$ cat src/bcc_pkg.sv
// shared types and constants for the button click classifier
`default_nettype none
package bcc_pkg;

    localparam int unsigned DEB_W       = 8;
    localparam int unsigned CFG_DATA_W  = 16;
    localparam int unsigned CFG_INDEX_W = 2;
    localparam int unsigned QUEUE_DEPTH = 2;

    localparam logic [DEB_W-1:0]      DEB_RESET    = 8'd5;
    localparam logic [CFG_DATA_W-1:0] LONG_RESET   = 16'd4000;
    localparam logic [CFG_DATA_W-1:0] DOUBLE_RESET = 16'd350;

    typedef enum logic [CFG_INDEX_W-1:0] {
        REG_DEBOUNCE = 2'd0,
        REG_LONG     = 2'd1,
        REG_DOUBLE   = 2'd2
    } bcc_reg_t;

    typedef enum logic [1:0] {
        EV_NONE   = 2'd0,
        EV_SINGLE = 2'd1,
        EV_DOUBLE = 2'd2,
        EV_LONG   = 2'd3
    } bcc_event_t;

    typedef struct packed {
        bcc_event_t click_event;
        logic       stable_level;
    } bcc_result_t;

    typedef struct packed {
        logic                   valid;
        logic [CFG_INDEX_W-1:0] index;
        logic [CFG_DATA_W-1:0]  data;
    } bcc_cfg_wr_t;

endpackage
`default_nettype wire

$ cat src/bcc_ifs.sv
// handshake channel interfaces for ticks, results and register writes
`default_nettype none
interface bcc_tick_if;
    logic valid;
    logic ready;
    logic button_level;
    modport source (output valid, output button_level, input ready);
    modport sink (input valid, input button_level, output ready);
endinterface

interface bcc_click_if;
    logic       valid;
    logic       ready;
    logic [1:0] click_event;
    logic       stable_level;
    modport source (output valid, output click_event, output stable_level, input ready);
    modport sink (input valid, input click_event, input stable_level, output ready);
endinterface

interface bcc_cfg_if;
    logic                              valid;
    logic                              ready;
    logic [bcc_pkg::CFG_INDEX_W-1:0]   index;
    logic [bcc_pkg::CFG_DATA_W-1:0]    data;
    modport source (output valid, output index, output data, input ready);
    modport sink (input valid, input index, input data, output ready);
endinterface
`default_nettype wire

$ cat src/bcc_core.sv
// front part: register file, debounce and hold/window timers, one tick per cycle while take is high
`default_nettype none
module bcc_core #(
    parameter int unsigned TIMER_WIDTH = 16
) (
    input  wire logic                 clk,
    input  wire logic                 rst_n,
    input  wire bcc_pkg::bcc_cfg_wr_t cfg_wr,
    input  wire logic                 take,
    input  wire logic                 level,
    output bcc_pkg::bcc_result_t      result
);

    localparam int unsigned CMP_W = (TIMER_WIDTH > bcc_pkg::CFG_DATA_W) ?
                                    TIMER_WIDTH : bcc_pkg::CFG_DATA_W;
    localparam logic [CMP_W-1:0] TMAX = CMP_W'((64'd1 << TIMER_WIDTH) - 64'd1);

    logic [bcc_pkg::DEB_W-1:0]      deb_ticks_reg;
    logic [bcc_pkg::CFG_DATA_W-1:0] long_ticks_reg;
    logic [bcc_pkg::CFG_DATA_W-1:0] double_ticks_reg;

    logic                      raw_prev_reg, raw_prev_next;
    logic [bcc_pkg::DEB_W-1:0] deb_rem_reg, deb_rem_next;
    logic                      deb_run_reg, deb_run_next;
    logic                      stable_reg, stable_next;
    logic [TIMER_WIDTH-1:0]    hold_rem_reg, hold_rem_next;
    logic                      hold_run_reg, hold_run_next;
    logic                      long_rep_reg, long_rep_next;
    logic [TIMER_WIDTH-1:0]    win_rem_reg, win_rem_next;
    logic                      dbl_pend_reg, dbl_pend_next;
    bcc_pkg::bcc_event_t       event_next;

    function automatic logic [TIMER_WIDTH-1:0] timer_load(
        input logic [bcc_pkg::CFG_DATA_W-1:0] r
    );
        logic [CMP_W-1:0] v;
        v = CMP_W'(r);
        if (r == '0)
            v = CMP_W'(1);
        if (v > TMAX)
            v = TMAX;
        return TIMER_WIDTH'(v);
    endfunction

    always_ff @(posedge clk or negedge rst_n)
    begin
        if (!rst_n)
        begin
            deb_ticks_reg    <= bcc_pkg::DEB_RESET;
            long_ticks_reg   <= bcc_pkg::LONG_RESET;
            double_ticks_reg <= bcc_pkg::DOUBLE_RESET;
        end
        else if (cfg_wr.valid)
        begin
            case (cfg_wr.index)
                bcc_pkg::REG_DEBOUNCE: deb_ticks_reg    <= cfg_wr.data[bcc_pkg::DEB_W-1:0];
                bcc_pkg::REG_LONG:     long_ticks_reg   <= cfg_wr.data;
                bcc_pkg::REG_DOUBLE:   double_ticks_reg <= cfg_wr.data;
                default:               ;
            endcase
        end
    end

    always_comb
    begin
        raw_prev_next = raw_prev_reg;
        deb_rem_next  = deb_rem_reg;
        deb_run_next  = deb_run_reg;
        stable_next   = stable_reg;
        hold_rem_next = hold_rem_reg;
        hold_run_next = hold_run_reg;
        long_rep_next = long_rep_reg;
        win_rem_next  = win_rem_reg;
        dbl_pend_next = dbl_pend_reg;
        event_next    = bcc_pkg::EV_NONE;

        // hold timer
        if (hold_run_reg)
        begin
            if (hold_rem_next != '0)
                hold_rem_next = hold_rem_next - TIMER_WIDTH'(1);
            if (hold_rem_next == '0)
            begin
                hold_run_next = 1'b0;
                if (stable_reg)
                begin
                    long_rep_next = 1'b1;
                    dbl_pend_next = 1'b0;
                    win_rem_next  = '0;
                    event_next    = bcc_pkg::EV_LONG;
                end
            end
        end

        // double-click window
        if (dbl_pend_next)
        begin
            if (win_rem_next != '0)
                win_rem_next = win_rem_next - TIMER_WIDTH'(1);
            if (win_rem_next == '0)
                dbl_pend_next = 1'b0;
        end

        // debounce
        if (level != raw_prev_reg)
        begin
            raw_prev_next = level;
            deb_rem_next  = (deb_ticks_reg == '0) ? bcc_pkg::DEB_W'(1) : deb_ticks_reg;
            deb_run_next  = 1'b1;
        end
        else if (deb_run_reg)
        begin
            if (deb_rem_next != '0)
                deb_rem_next = deb_rem_next - bcc_pkg::DEB_W'(1);
            if (deb_rem_next == '0)
            begin
                deb_run_next = 1'b0;
                if (level != stable_reg)
                begin
                    stable_next = level;
                    if (level)
                    begin
                        hold_rem_next = timer_load(long_ticks_reg);
                        hold_run_next = 1'b1;
                        long_rep_next = 1'b0;
                    end
                    else if (!long_rep_next)
                    begin
                        hold_run_next = 1'b0;
                        hold_rem_next = '0;
                        if (!dbl_pend_next)
                        begin
                            dbl_pend_next = 1'b1;
                            win_rem_next  = timer_load(double_ticks_reg);
                            event_next    = bcc_pkg::EV_SINGLE;
                        end
                        else
                        begin
                            dbl_pend_next = 1'b0;
                            win_rem_next  = '0;
                            event_next    = bcc_pkg::EV_DOUBLE;
                        end
                    end
                end
            end
        end
    end

    always_ff @(posedge clk or negedge rst_n)
    begin
        if (!rst_n)
        begin
            raw_prev_reg <= 1'b0;
            deb_rem_reg  <= '0;
            deb_run_reg  <= 1'b0;
            stable_reg   <= 1'b0;
            hold_rem_reg <= '0;
            hold_run_reg <= 1'b0;
            long_rep_reg <= 1'b0;
            win_rem_reg  <= '0;
            dbl_pend_reg <= 1'b0;
        end
        else if (take)
        begin
            raw_prev_reg <= raw_prev_next;
            deb_rem_reg  <= deb_rem_next;
            deb_run_reg  <= deb_run_next;
            stable_reg   <= stable_next;
            hold_rem_reg <= hold_rem_next;
            hold_run_reg <= hold_run_next;
            long_rep_reg <= long_rep_next;
            win_rem_reg  <= win_rem_next;
            dbl_pend_reg <= dbl_pend_next;
        end
    end

    assign result.click_event  = event_next;
    assign result.stable_level = stable_next;

    a_window_idle: assert property (@(posedge clk) disable iff (!rst_n)
        !dbl_pend_reg |-> win_rem_reg == '0)
        else $error("window count left over with no pending double click");

    a_hold_idle: assert property (@(posedge clk) disable iff (!rst_n)
        !hold_run_reg |-> hold_rem_reg == '0)
        else $error("hold count left over with hold timer stopped");

    a_long_pressed: assert property (@(posedge clk) disable iff (!rst_n)
        take && event_next == bcc_pkg::EV_LONG |-> stable_reg)
        else $error("long click reported while released");

    a_click_released: assert property (@(posedge clk) disable iff (!rst_n)
        take && (event_next == bcc_pkg::EV_SINGLE || event_next == bcc_pkg::EV_DOUBLE)
        |=> !stable_reg)
        else $error("single or double click reported while pressed");

endmodule
`default_nettype wire

$ cat src/bcc_queue.sv
// back part: short result queue feeding the output channel
`default_nettype none
module bcc_queue (
    input  wire logic                 clk,
    input  wire logic                 rst_n,
    input  wire logic                 push,
    input  wire bcc_pkg::bcc_result_t push_data,
    output logic                      full,
    output logic                      out_valid,
    input  wire logic                 out_ready,
    output bcc_pkg::bcc_result_t      out_data
);

    localparam int unsigned PTR_W = $clog2(bcc_pkg::QUEUE_DEPTH);
    localparam int unsigned CNT_W = $clog2(bcc_pkg::QUEUE_DEPTH + 1);

    bcc_pkg::bcc_result_t mem [bcc_pkg::QUEUE_DEPTH];
    logic [PTR_W-1:0] wr_ptr_reg, wr_ptr_next;
    logic [PTR_W-1:0] rd_ptr_reg, rd_ptr_next;
    logic [CNT_W-1:0] cnt_reg, cnt_next;
    logic             pop;

    assign full      = (cnt_reg == CNT_W'(bcc_pkg::QUEUE_DEPTH));
    assign out_valid = (cnt_reg != '0);
    assign out_data  = mem[rd_ptr_reg];
    assign pop       = out_valid && out_ready;

    always_comb
    begin
        wr_ptr_next = wr_ptr_reg;
        rd_ptr_next = rd_ptr_reg;
        cnt_next    = cnt_reg;
        if (push)
        begin
            wr_ptr_next = (wr_ptr_reg == PTR_W'(bcc_pkg::QUEUE_DEPTH - 1)) ?
                          '0 : wr_ptr_reg + PTR_W'(1);
        end
        if (pop)
        begin
            rd_ptr_next = (rd_ptr_reg == PTR_W'(bcc_pkg::QUEUE_DEPTH - 1)) ?
                          '0 : rd_ptr_reg + PTR_W'(1);
        end
        if (push && !pop)
            cnt_next = cnt_reg + CNT_W'(1);
        else if (pop && !push)
            cnt_next = cnt_reg - CNT_W'(1);
    end

    always_ff @(posedge clk)
    begin
        if (push)
            mem[wr_ptr_reg] <= push_data;
    end

    always_ff @(posedge clk or negedge rst_n)
    begin
        if (!rst_n)
        begin
            wr_ptr_reg <= '0;
            rd_ptr_reg <= '0;
            cnt_reg    <= '0;
        end
        else
        begin
            wr_ptr_reg <= wr_ptr_next;
            rd_ptr_reg <= rd_ptr_next;
            cnt_reg    <= cnt_next;
        end
    end

    a_no_overflow: assert property (@(posedge clk) disable iff (!rst_n)
        full |-> !push)
        else $error("push into full queue");

    a_count_range: assert property (@(posedge clk) disable iff (!rst_n)
        cnt_reg <= CNT_W'(bcc_pkg::QUEUE_DEPTH))
        else $error("queue count out of range");

    a_count_step: assert property (@(posedge clk) disable iff (!rst_n)
        push && !pop |=> cnt_reg == $past(cnt_reg) + CNT_W'(1))
        else $error("queue count did not follow a lone push");

endmodule
`default_nettype wire

$ cat src/button_click_classifier_unit.sv
// Button click classifier: takes one raw button level per tick request and returns one
// result request per tick (click_event, stable_level). The front core does a tick's whole
// debounce, hold-timer and window-timer update combinationally, so a tick can be taken
// every cycle while the queue has room; its result enters a two-entry queue that feeds the
// output. tick_in.ready drops only while that queue is full, i.e. while the output side
// stalls. Register writes are always taken (cfg.ready is tied high) and apply from the next
// tick on. TIMER_WIDTH sets the hold and window counter width; longer settings saturate.
`default_nettype none
module button_click_classifier_unit #(
    parameter int unsigned TIMER_WIDTH = 16
) (
    input  wire logic  clk,
    input  wire logic  rst_n,
    bcc_cfg_if.sink    cfg,
    bcc_tick_if.sink   tick_in,
    bcc_click_if.source click_out
);

    bcc_pkg::bcc_cfg_wr_t cfg_wr;
    bcc_pkg::bcc_result_t core_result;
    bcc_pkg::bcc_result_t q_data;
    logic                 q_full;
    logic                 take;

    assign cfg.ready    = 1'b1;
    assign cfg_wr.valid = cfg.valid;
    assign cfg_wr.index = cfg.index;
    assign cfg_wr.data  = cfg.data;

    assign tick_in.ready = !q_full;
    assign take          = tick_in.valid && !q_full;

    bcc_core #(
        .TIMER_WIDTH (TIMER_WIDTH)
    ) u_core (
        .clk    (clk),
        .rst_n  (rst_n),
        .cfg_wr (cfg_wr),
        .take   (take),
        .level  (tick_in.button_level),
        .result (core_result)
    );

    bcc_queue u_queue (
        .clk       (clk),
        .rst_n     (rst_n),
        .push      (take),
        .push_data (core_result),
        .full      (q_full),
        .out_valid (click_out.valid),
        .out_ready (click_out.ready),
        .out_data  (q_data)
    );

    assign click_out.click_event  = q_data.click_event;
    assign click_out.stable_level = q_data.stable_level;

endmodule
`default_nettype wire

$ cat src/flat_wrapper.sv
// flat-port wrapper written by rule: the top's interface ports become plain ports
module button_click_classifier_unit_flat 
#(
    parameter int unsigned TIMER_WIDTH = 16
)
  (clk, rst_n, cfg_valid, cfg_index, cfg_data, cfg_ready, tick_in_valid, tick_in_button_level, tick_in_ready, click_out_valid, click_out_click_event, click_out_stable_level, click_out_ready);
  bcc_cfg_if cfg_i ();
  bcc_tick_if tick_in_i ();
  bcc_click_if click_out_i ();
  input  wire logic clk;
  input  wire logic rst_n;
  input wire logic [$bits(cfg_i.valid)-1:0] cfg_valid;
  input wire logic [$bits(cfg_i.index)-1:0] cfg_index;
  input wire logic [$bits(cfg_i.data)-1:0] cfg_data;
  output wire logic [$bits(cfg_i.ready)-1:0] cfg_ready;
  input wire logic [$bits(tick_in_i.valid)-1:0] tick_in_valid;
  input wire logic [$bits(tick_in_i.button_level)-1:0] tick_in_button_level;
  output wire logic [$bits(tick_in_i.ready)-1:0] tick_in_ready;
  output wire logic [$bits(click_out_i.valid)-1:0] click_out_valid;
  output wire logic [$bits(click_out_i.click_event)-1:0] click_out_click_event;
  output wire logic [$bits(click_out_i.stable_level)-1:0] click_out_stable_level;
  input wire logic [$bits(click_out_i.ready)-1:0] click_out_ready;
  assign cfg_i.valid = cfg_valid;
  assign cfg_i.index = cfg_index;
  assign cfg_i.data = cfg_data;
  assign cfg_ready = cfg_i.ready;
  assign tick_in_i.valid = tick_in_valid;
  assign tick_in_i.button_level = tick_in_button_level;
  assign tick_in_ready = tick_in_i.ready;
  assign click_out_valid = click_out_i.valid;
  assign click_out_click_event = click_out_i.click_event;
  assign click_out_stable_level = click_out_i.stable_level;
  assign click_out_i.ready = click_out_ready;
  button_click_classifier_unit #(.TIMER_WIDTH(TIMER_WIDTH)) u_core (.clk(clk), .rst_n(rst_n), .cfg(cfg_i), .tick_in(tick_in_i), .click_out(click_out_i));
endmodule
$ cat config.mk
export PLATFORM = sky130hd
export DESIGN_NAME = button_click_classifier_unit_flat
export DESIGN_NICKNAME = d
export VERILOG_FILES = /design/src/bcc_pkg.sv /design/src/bcc_ifs.sv /design/src/bcc_core.sv /design/src/bcc_queue.sv /design/src/button_click_classifier_unit.sv /design/src/flat_wrapper.sv
export SDC_FILE = /design/constraint.sdc
export NUM_CORES = 1
export LEC_CHECK = 0
export ABC_AREA = 1
export CAP_MARGIN = 20
export CORE_MARGIN = 3
export CORE_UTILIZATION = 30
export DETAILED_ROUTE_END_ITERATION = 10
export DONT_BUFFER_PORTS = 1
export SLEW_MARGIN = 25
export SYNTH_ARGS = -nofsm -noshare
export SYNTH_HDL_FRONTEND = slang
export SYNTH_SLANG_ARGS = --single-unit
export TNS_END_PERCENT = 20
$ cat constraint.sdc
create_clock -name clk -period 10.5 [get_ports clk]
set_input_delay 2.1 -clock clk [delete_from_list [all_inputs] [get_ports clk]]
set_output_delay 2.1 -clock clk [all_outputs]
set_load 0.02 [all_outputs]
==> results of run 1 <==
cell usage in the layout (no fill, tap or decap), drive strengths merged, types with 7 or more instances in the layout:
cell type and count:
nand3 68, a211oi 11, clkbuf 10, dfrtp 76
a21oi 45, nor4 10, nor2 93, o22ai 7
nand4 8, nand2 239, o21ai 113, dfstp 14
a31oi 14, ha 7, inv 89
cells in the mapped netlist (10+ instances only):
| cell type | n | area (um2) |
|---|---|---|
| nor4_1 | 10 | 62.56 |
| clkbuf_1 | 22 | 82.58 |
| a21oi_1 | 45 | 225.2 |
| inv_1 | 85 | 319.1 |
| a211oi_1 | 11 | 82.58 |
| a31oi_1 | 14 | 87.58 |
| nand3_1 | 64 | 320.3 |
| dfrtp_1 | 76 | 1902 |
| o21ai_0 | 100 | 500.5 |
| nand2_2 | 10 | 62.56 |
| nor2_2 | 11 | 68.82 |
| dfstp_2 | 14 | 367.9 |
| nand2_1 | 228 | 855.8 |
| nor2_1 | 79 | 296.5 |
metal layers:
layer  wire (um)  vias to the layer above  share of wire, %
met3         747                       28               4.4
met1        8260                     2663                48
met2        7644                      142                45
met4         456                        0               2.7
li1            -                     2869                 -
met5           0                        -                 0
critical path, stage by stage, from the launching register on:
cell and delay [ns]:
dfrtp_1 0.39, inv_1 0.18, ha_1 0.20, nand2_1 0.07, nor2_2 0.10, nand2_1 0.36, o21ai_0 0.27, nand3_1 0.16
nor2_4 0.16, nand3_4 0.39, nand2_1 0.30, ha_1 0.20, nand2_1 0.06, nor2_1 0.10, nand2_1 0.38, o21ai_0 0.21
nand3_1 0.12, nor2_2 0.12, nand3_2 0.11, nand2_4 0.17, nand3_1 0.10, a21oi_1 0.19
power by group through the flow:
stage	clock, W	combinational [W]	sequential, W
global placement	0	0.000724	0.000648
global route	0.000363	0.000849	0.000659
floorplan	0	0.000609	0.000588
detailed placement	0	0.000733	0.000646
CTS	0.000350	0.000737	0.000639
finish	0.000344	0.000740	0.000642
cell type report:
| cell class | instances | area, um2 |
|---|---|---|
| inverters | 86 | 322.8 |
| repair buffers | 3 | 22.52 |
| clock inverters | 6 | 72.57 |
| flip-flops and latches | 96 | 2450 |
| fillers | 2218 | 13640 |
| clock buffers | 10 | 229.0 |
| multi-input cells | 652 | 3228 |
| well taps | 270 | 337.8 |
final timing paths:
path	startpoint	end	slack, ns
max	u_core.u_core.hold_rem_reg[0]	u_core.u_queue.mem[1][1]	5.98
min	u_core.u_queue.cnt_reg[0]	u_core.u_queue.cnt_reg[0]	0.47
max reg2reg	u_core.u_core.hold_rem_reg[0]	u_core.u_queue.mem[1][1]	5.98
min reg2reg	u_core.u_queue.cnt_reg[0]	u_core.u_queue.cnt_reg[0]	0.47
max in group asynchronous	rst_n	u_core.u_core.double_ticks_reg[4]	8.83
min in group asynchronous	rst_n	u_core.u_core.deb_rem_reg[0]	1.44
per-stage QoR:
| step | utilization [%] | instances | instance area [um2] | setup WS (ns) |
|---|---|---|---|---|
| after floorplan | - | 872 | 6215 | 6.626 |
| after global placement | 31.31 | 1107 | 6356 | 6.081 |
| after detailed placement | 31.31 | 1107 | 6356 | 5.990 |
| after CTS | 32.80 | 1123 | 6658 | 5.971 |
| after global routing | 32.82 | 1123 | 6663 | 5.427 |
| final | 32.82 | 1123 | 6663 | 5.978 |
cell families after synthesis:
logic type | share of synthesized area [%]
XOR/XNOR | 1.268
flip-flops | 39.42
adder cells (fa/ha/maj) | 1.409
other | 0.06034
AO/OA/AOI/OAI | 19.65
buffers and inverters | 8.758
AND/OR/NAND/NOR | 29.43
==> out/metrics.cfg, run 1 <==
[pwr]
power.internal_w=0.0009380
powerDensity_nw_per_um2=259.0
seq_power_share_pct=37.2
p_switching_w=0.0007875
pwr-share-clk_pct=19.9
swShare_pct=45.64
leakagePower_nw=2.948
vdd_drop_max_uv=106.8
finalPower_w=0.001725
comb_power_share_pct=42.9

[routing]
wl_per_cell_um=15.24
vias_per_cell=5.077
ant_nets=0
drt-total-wl_um=17110
drtIter0Drc=545
vias=5702
dr.pass1.iters=5
drc_errors=0

[global_routing]
grt_pass1_vias=5266
grt_usage_pct=15.63
antenna_found_initial=0
grt_pass1_wl_um=28100
grtUsageMet1_pct=22.87
met2_usage_pct=23.34
global_route.overflow_total=0
gr-max-usage-layer=met2
grtUsageMet3_pct=2.090
grt_start_max_net_pins=91

[setup_path]
critPathMaxFanout=40
crit_required_ns=10.68
startpoint_type=flop
endpoint_kind=flop
cp_data_arrival_time_ns=4.70
reg2reg_depth=21
crit_type=flop to flop

[place]
globalplace.congestion=0.8969
dp_hpwl_um=12540
place.port_buffers=0

[cts]
clockRootBuffer=clkbuf_16
cts_buffers=9
holdBufCountCts=0
path_clk_slew_ns=0.07
clockBufferDepth=2
postCtsSetupBuffers=0
cts_tree=yes
clk_latency_ns=0.35
clkSinkCount=96
cts-resized-gates=0
htreeDepth=3

[synthesis]
ys_seq_area_share_pct=39.42
synth_cells=872
async_flop_share_pct=93.75
ys.flop_type=dfrtp_1
ys_types=47
netlist_area_um2=6215
yosys_warnings=0
synth_nets=903
synth_seq_cells=96
synth_edf_count=6
syn_avg_cell_area_um2=7.127

[die]
dieHeight_um=149.9
dieWidth_um=149.9
num_rows=52
io_pins=30
core-area_um2=20300
die-area_um2=22480
start_util_pct=30.62

[sta]
max_freq_mhz=221.1
rsz0062_at_grt=no
hold_slack_ns=0.4731
tightestPinTransition_ns=0.9411
hold_viol_final=0
period_needed_ns=4.522
timing.final.crit_share_pct=43.07
slew_viol_final=0
setup_viol=0
slew_headroom_pct=36.84
tns_ns=0
skew_ns=0.007653

[hold_path]
hp-class=flop to flop
whs_path_depth=1

[final_layout]
nNetsFinal=879
drive_gt1_share_pct=8.089
syn_to_final_growth_pct=7.208
diodes=0

[outcome]
status=finished clean

[job]
cap_violations=0

No activity file was read; power rests on OpenSTA's default activity.
==> run 2, diff against run 1 <==
Clock period 10.5 ns to 4 ns, I/O delays scaled along.
==> run 2 against run 1 <==
Against the previous run: global-route usage rose by 0.26 points; fmax up 24%; utilization grew 0.78 points; register-to-register slack worse by 5.6 ns; first-iteration DRC count down 3.7%; sequential power grew to 2.6 times the previous value; sequential cell count stayed put; worst hold slack worse by 0.34 ns; critical path type unchanged; design area grew 2.4%; die area unchanged; non-clock buffer count grew 13; critical path depth did not move.
==> out/metrics.cfg, run 2 (synthesis results as in run 1) <==
[final_layout]
final_cell_mix=nand2_1, o21ai_0, inv_1
syn_to_final_growth_pct=9.764
nNetsFinal=892
diodes=0
mostFrequentLayoutCell=nand2_1
finalNonFillerCells=1136
drive_gt1_share_pct=10.28
final.fill_count=2169

[routing]
vias=5727
dr.pass1.iters=7
wl_per_cell_um=15.24
drtIter0Drc=525
drt-total-wl_um=17320
drc_errors=0
vias_per_cell=5.041
ant_nets=0

[job]
cap_violations=0

[global_routing]
antenna_found_initial=0
grt_pass1_vias=5327
grtUsageMet3_pct=2.877
grtUsageMet1_pct=23.06
grt_usage_pct=15.89
grt_pass1_wl_um=28450
gr-max-usage-layer=met2
grt_start_max_net_pins=91
met2_usage_pct=24.04
global_route.overflow_total=0

[cts]
cts_buffers=9
cts_tree=yes
path_clk_slew_ns=0.08
clk_latency_ns=0.36
clkSinkCount=96
clockBufferDepth=2
htreeDepth=3
clockRootBuffer=clkbuf_16
holdBufCountCts=0

[setup_path]
r2r-end=u_core.u_core.win_rem_reg[8]
r2r_slack_ns=0.35
endpoint_kind=flop
startpoint_type=flop
crit_required_ns=4.28
critPathMaxFanout=32
crit_type=flop to flop
worstReg2RegStart=u_core.u_core.hold_rem_reg[1]
reg2reg_depth=21
cp_data_arrival_time_ns=3.93

[pwr]
seq_power_share_pct=35.6
vdd_drop_max_uv=330.7
pwr-share-clk_pct=20.4
leakagePower_nw=3.039
powerDensity_nw_per_um2=681.0
swShare_pct=45.35
p_switching_w=0.002107
comb_power_share_pct=44.0
finalPower_w=0.004646
power.internal_w=0.002539

[die]
die-area_um2=22480
core-area_um2=20300
dieWidth_um=149.9
io_pins=30
num_rows=52
dieHeight_um=149.9
start_util_pct=30.62

[outcome]
status=finished clean

[sta]
hold_slack_ns=0.1334
timing.final.crit_share_pct=91.16
hold_viol_final=0
tns_ns=0
skew_ns=0.01083
max_freq_mhz=274.2
setup_viol=0
slew_headroom_pct=30.52
period_needed_ns=3.647
tightestPinTransition_ns=1.035
rsz0062_at_grt=no
slew_viol_final=0

[place]
dp_hpwl_um=12960
place.port_buffers=0
globalplace.congestion=0.8971
placedCellCount=1118

[hold_path]
hp-class=input pin to async pin

## run 2: routing by layer
| metal | routed length [um] | vias up |
|---|---|---|
| met3 | 888 | 25 |
| li1 | - | 2897 |
| met1 | 8540 | 2652 |
| met2 | 7556 | 153 |
| met4 | 333 | 0 |
| met5 | 0 | - |
## run 2: how the worst max path moves through the flow
| stage | from | end | slack (ns) | cells past startpoint |
|---|---|---|---|---|
| after floorplan | u_core.u_core.hold_rem_reg[0] | u_core.u_queue.mem[0][1] | 0.54 | 29 |
| after global placement | u_core.u_core.hold_rem_reg[1] | u_core.u_core.win_rem_reg[8] | 0.27 | 23 |
| after detailed placement | u_core.u_core.hold_rem_reg[1] | u_core.u_queue.mem[1][1] | 0.09 | 23 |
| after CTS | u_core.u_core.hold_rem_reg[1] | u_core.u_queue.mem[0][1] | 0.07 | 23 |
| after global routing | u_core.u_core.hold_rem_reg[1] | u_core.u_queue.mem[0][1] | 0.003 | 23 |
| final | u_core.u_core.hold_rem_reg[1] | u_core.u_core.win_rem_reg[8] | 0.35 | 21 |
## run 2: through the flow
stage,setup slack (ns),utilization [%],cell area [um2]
after global placement,0.2661,31.78,6451
after global routing,0.002519,33.60,6822
after detailed placement,0.09055,31.78,6451
after CTS,0.07139,33.38,6775
final,0.3534,33.60,6822
after floorplan,0.5448,-,6215
## run 2: critical path, cell delays in order, from the launching register on
cell,delay [ns]
dfrtp_1,0.43
inv_1,0.12
ha_2,0.22
nand3_1,0.19
nand2_1,0.10
nand2_1,0.09
o21ai_0,0.19
nand3_1,0.15
nor2_4,0.15
nand3_4,0.17
buf_12,0.22
o21ai_2,0.09
nand2_2,0.08
nor2_2,0.18
nand2_1,0.14
nand3_1,0.12
nand3_2,0.08
nor2_2,0.16
nand3_2,0.12
nand2_4,0.16
nand3_1,0.18
a21oi_1,0.18
## run 2: timing repair
item	in CTS	in global routing
resized for setup	0	8
setup endpoints to repair	0	21
setup buffers	0	2
## run 2: power by group through the flow
| stage | registers [W] | logic, W | clock network [W] |
|---|---|---|---|
| after floorplan | 0.00154 | 0.00160 | 0 |
| after global placement | 0.00166 | 0.00202 | 0 |
| after detailed placement | 0.00166 | 0.00201 | 0 |
| after CTS | 0.00164 | 0.00202 | 0.000961 |
| after global routing | 0.00170 | 0.00234 | 0.00100 |
| final | 0.00165 | 0.00204 | 0.000948 |
## run 2: final cells by class
| class | instances | area [um2] | area share, % |
|---|---|---|---|
| flip-flops and latches | 96 | 2450 | 35.91 |
| repair buffers | 16 | 132.6 | 1.944 |
| well taps | 270 | 337.8 | 4.952 |
| inverters | 86 | 322.8 | 4.732 |
| clock buffers | 10 | 239.0 | 3.503 |
| clock inverters | 6 | 85.08 | 1.247 |
| multi-input cells | 652 | 3254 | 47.71 |
==> run 3, diff against run 2 <==
Settings changed: CORE_UTILIZATION 30 to 45, PLACE_DENSITY from default to 0.63.
==> run 3 against run 2 <==
Against the previous run: via count rose by 0.59%; sequential cell count unchanged; design area down 2.7%; register-to-register slack about the same; die area is 32% lower; first-iteration DRC count is 2.5% lower; clock power down 5.0%; clock skew fell by 0.0030 ns; total power fell by 1.6%; global-route usage is 7.0 points higher; largest power group unchanged.
==> out/metrics.cfg, run 3 (synthesis results as in run 1) <==
[outcome]
status=finished clean

[place]
globalplace.congestion=0.9325
dp_hpwl_um=12690
placedCellCount=1020
place.port_buffers=0
dpl-instance-area_um2=6289
dpl_worst_slack_ns=0.1402

[cts]
clockBufferDepth=2
path_clk_slew_ns=0.07
clkSinkCount=96
holdBufCountCts=0
cts_buffers=9
clk_latency_ns=0.35
clockRootBuffer=clkbuf_16
htreeDepth=3
cts_tree=yes

[sta]
timing.final.crit_share_pct=91.43
setup_viol=0
period_needed_ns=3.657
tns_ns=0
worst_slack_ns=0.3429
tightestPinTransition_ns=0.8313
skew_ns=0.007863
max_freq_mhz=273.4
hold_slack_ns=0.1497
slew_headroom_pct=44.45
slew_viol_final=0
hold_viol_final=0

[routing]
dr.pass1.iters=5
ant_nets=0
drtIter0Drc=512
drc_errors=0
vias=5761
drt-total-wl_um=16630
wl_per_cell_um=16.02
vias_per_cell=5.550
drt-met1-wl_um=8385
top_layer=met4
wl_met3_um=762
wl_met2_um=7260

[pwr]
powerDensity_nw_per_um2=688.5
vdd_drop_max_uv=353.1
leakagePower_nw=3.002

[final_layout]
mostFrequentLayoutCell=nand2_1
diodes=0
drive_gt1_share_pct=9.629
fin_area_um2=6639
syn_to_final_growth_pct=6.825
nNetsFinal=888
final_cell_mix=nand2_1, o21ai_0, inv_1
multi_input_area_um2=3248
finalNonFillerCells=1038
seqCellArea_um2=2450
final.fill_count=1338

[die]
die-area_um2=15260
core-area_um2=13350
start_util_pct=46.56
num_rows=42
dieWidth_um=123.5
io_pins=30
dieHeight_um=123.5

[setup_path]
startpoint_type=flop
critical-path-top-delay-family=simple AND/OR/NAND/NOR gates
crit_slowest_cell=dfrtp_1
max_stage_delay_ns=0.47
crit_type=flop to flop
endpoint_kind=flop
startpoint=u_core.u_core.hold_rem_reg[12]
crit_required_ns=4.19
crit_chain=nor2_1 > nand2_1 > nor2_1 > nand2_4 > nand2_1 > nand2_1 > nor2_2 > nand3_2 > nor2_4 > nand3_4 > nand2_1 > ha_1 > nand2_1 > inv_1 > nand3_1 > nand2_1 > nand2_1 > nand2_2 > nand2_1 > nor2_1 > nand3_2 > nand2_4 > nand3_1 > a21oi_1
crit_top_cell=nand2_1
critPathMaxFanout=17
cp_data_arrival_time_ns=3.84
worstReg2RegStart=u_core.u_core.hold_rem_reg[12]
worst-path-buf-inv=1

[global_routing]
grt_pass1_vias=5152
grt_usage_pct=22.85
antenna_found_initial=0
grt_start_max_net_pins=91
global_route.overflow_total=0
grt_pass1_wl_um=27020

[hold_path]
hp-class=input pin to async pin

[job]
cap_violations=0

## run 3: repair_timing
item                                    CTS  global route
gates resized for setup                   0             6
endpoints found under the setup margin    0            21
setup buffers                             0             1
## run 3: final timing paths
path	endpoint	slack, ns	depth (start not counted)
max	u_core.u_queue.mem[0][1]	0.34	24
min	u_core.u_core.hold_rem_reg[9]	0.15	0
max reg2reg	u_core.u_queue.mem[0][1]	0.34	24
min reg2reg	u_core.u_queue.cnt_reg[0]	0.47	1
max in group asynchronous	u_core.u_core.double_ticks_reg[4]	3.62	0
min in group clk	u_core.u_queue.cnt_reg[0]	0.47	1
## run 3: per-layer routing
layer / global-route usage (%) / up-vias
li1: - / 2897
met1: 34.94 / 2714
met2: 34.05 / 136
met3: 3.294 / 14
met4: 5.606 / 0
met5: 0 / -
## run 3: final cells by class
cell class | instances | area share [%]
Clock buffer | 9 | 3.392
Clock inverter | 7 | 1.300
Inverter | 86 | 4.862
Multi-Input combinational cell | 653 | 48.93
Sequential cell | 96 | 36.90
Tap cell | 176 | 3.317
Timing Repair Buffer | 11 | 1.300
## run 3: stage by stage
step | power (W) | utilization [%]
floorplan | 0.003141 | -
global placement | 0.003614 | 47.11
detailed placement | 0.003632 | 47.11
CTS | 0.004545 | 49.45
global route | 0.004967 | 49.74
finish | 0.004571 | 49.74
## run 3: worst reg2reg max path: stages (launching register included)
cell and delay [ns]:
dfrtp_1 0.47, nor2_1 0.25, nand2_1 0.08, nor2_1 0.18
nand2_4 0.16, nand2_1 0.09, nand2_1 0.07, nor2_2 0.10
nand3_2 0.08, nor2_4 0.12, nand3_4 0.15, nand2_1 0.16
ha_1 0.24, nand2_1 0.15, inv_1 0.14, nand3_1 0.08
nand2_1 0.08, nand2_1 0.06, nand2_2 0.06, nand2_1 0.05
nor2_1 0.12, nand3_2 0.18, nand2_4 0.15, nand3_1 0.09
a21oi_1 0.17
## run 3: where the power goes
group | internal, W | leakage (nW) | switching [W]
clock | 0.000499 | 0.150 | 0.000401
sequential | 0.00130 | 1.12 | 0.000386
combinational | 0.000690 | 1.73 | 0.00130
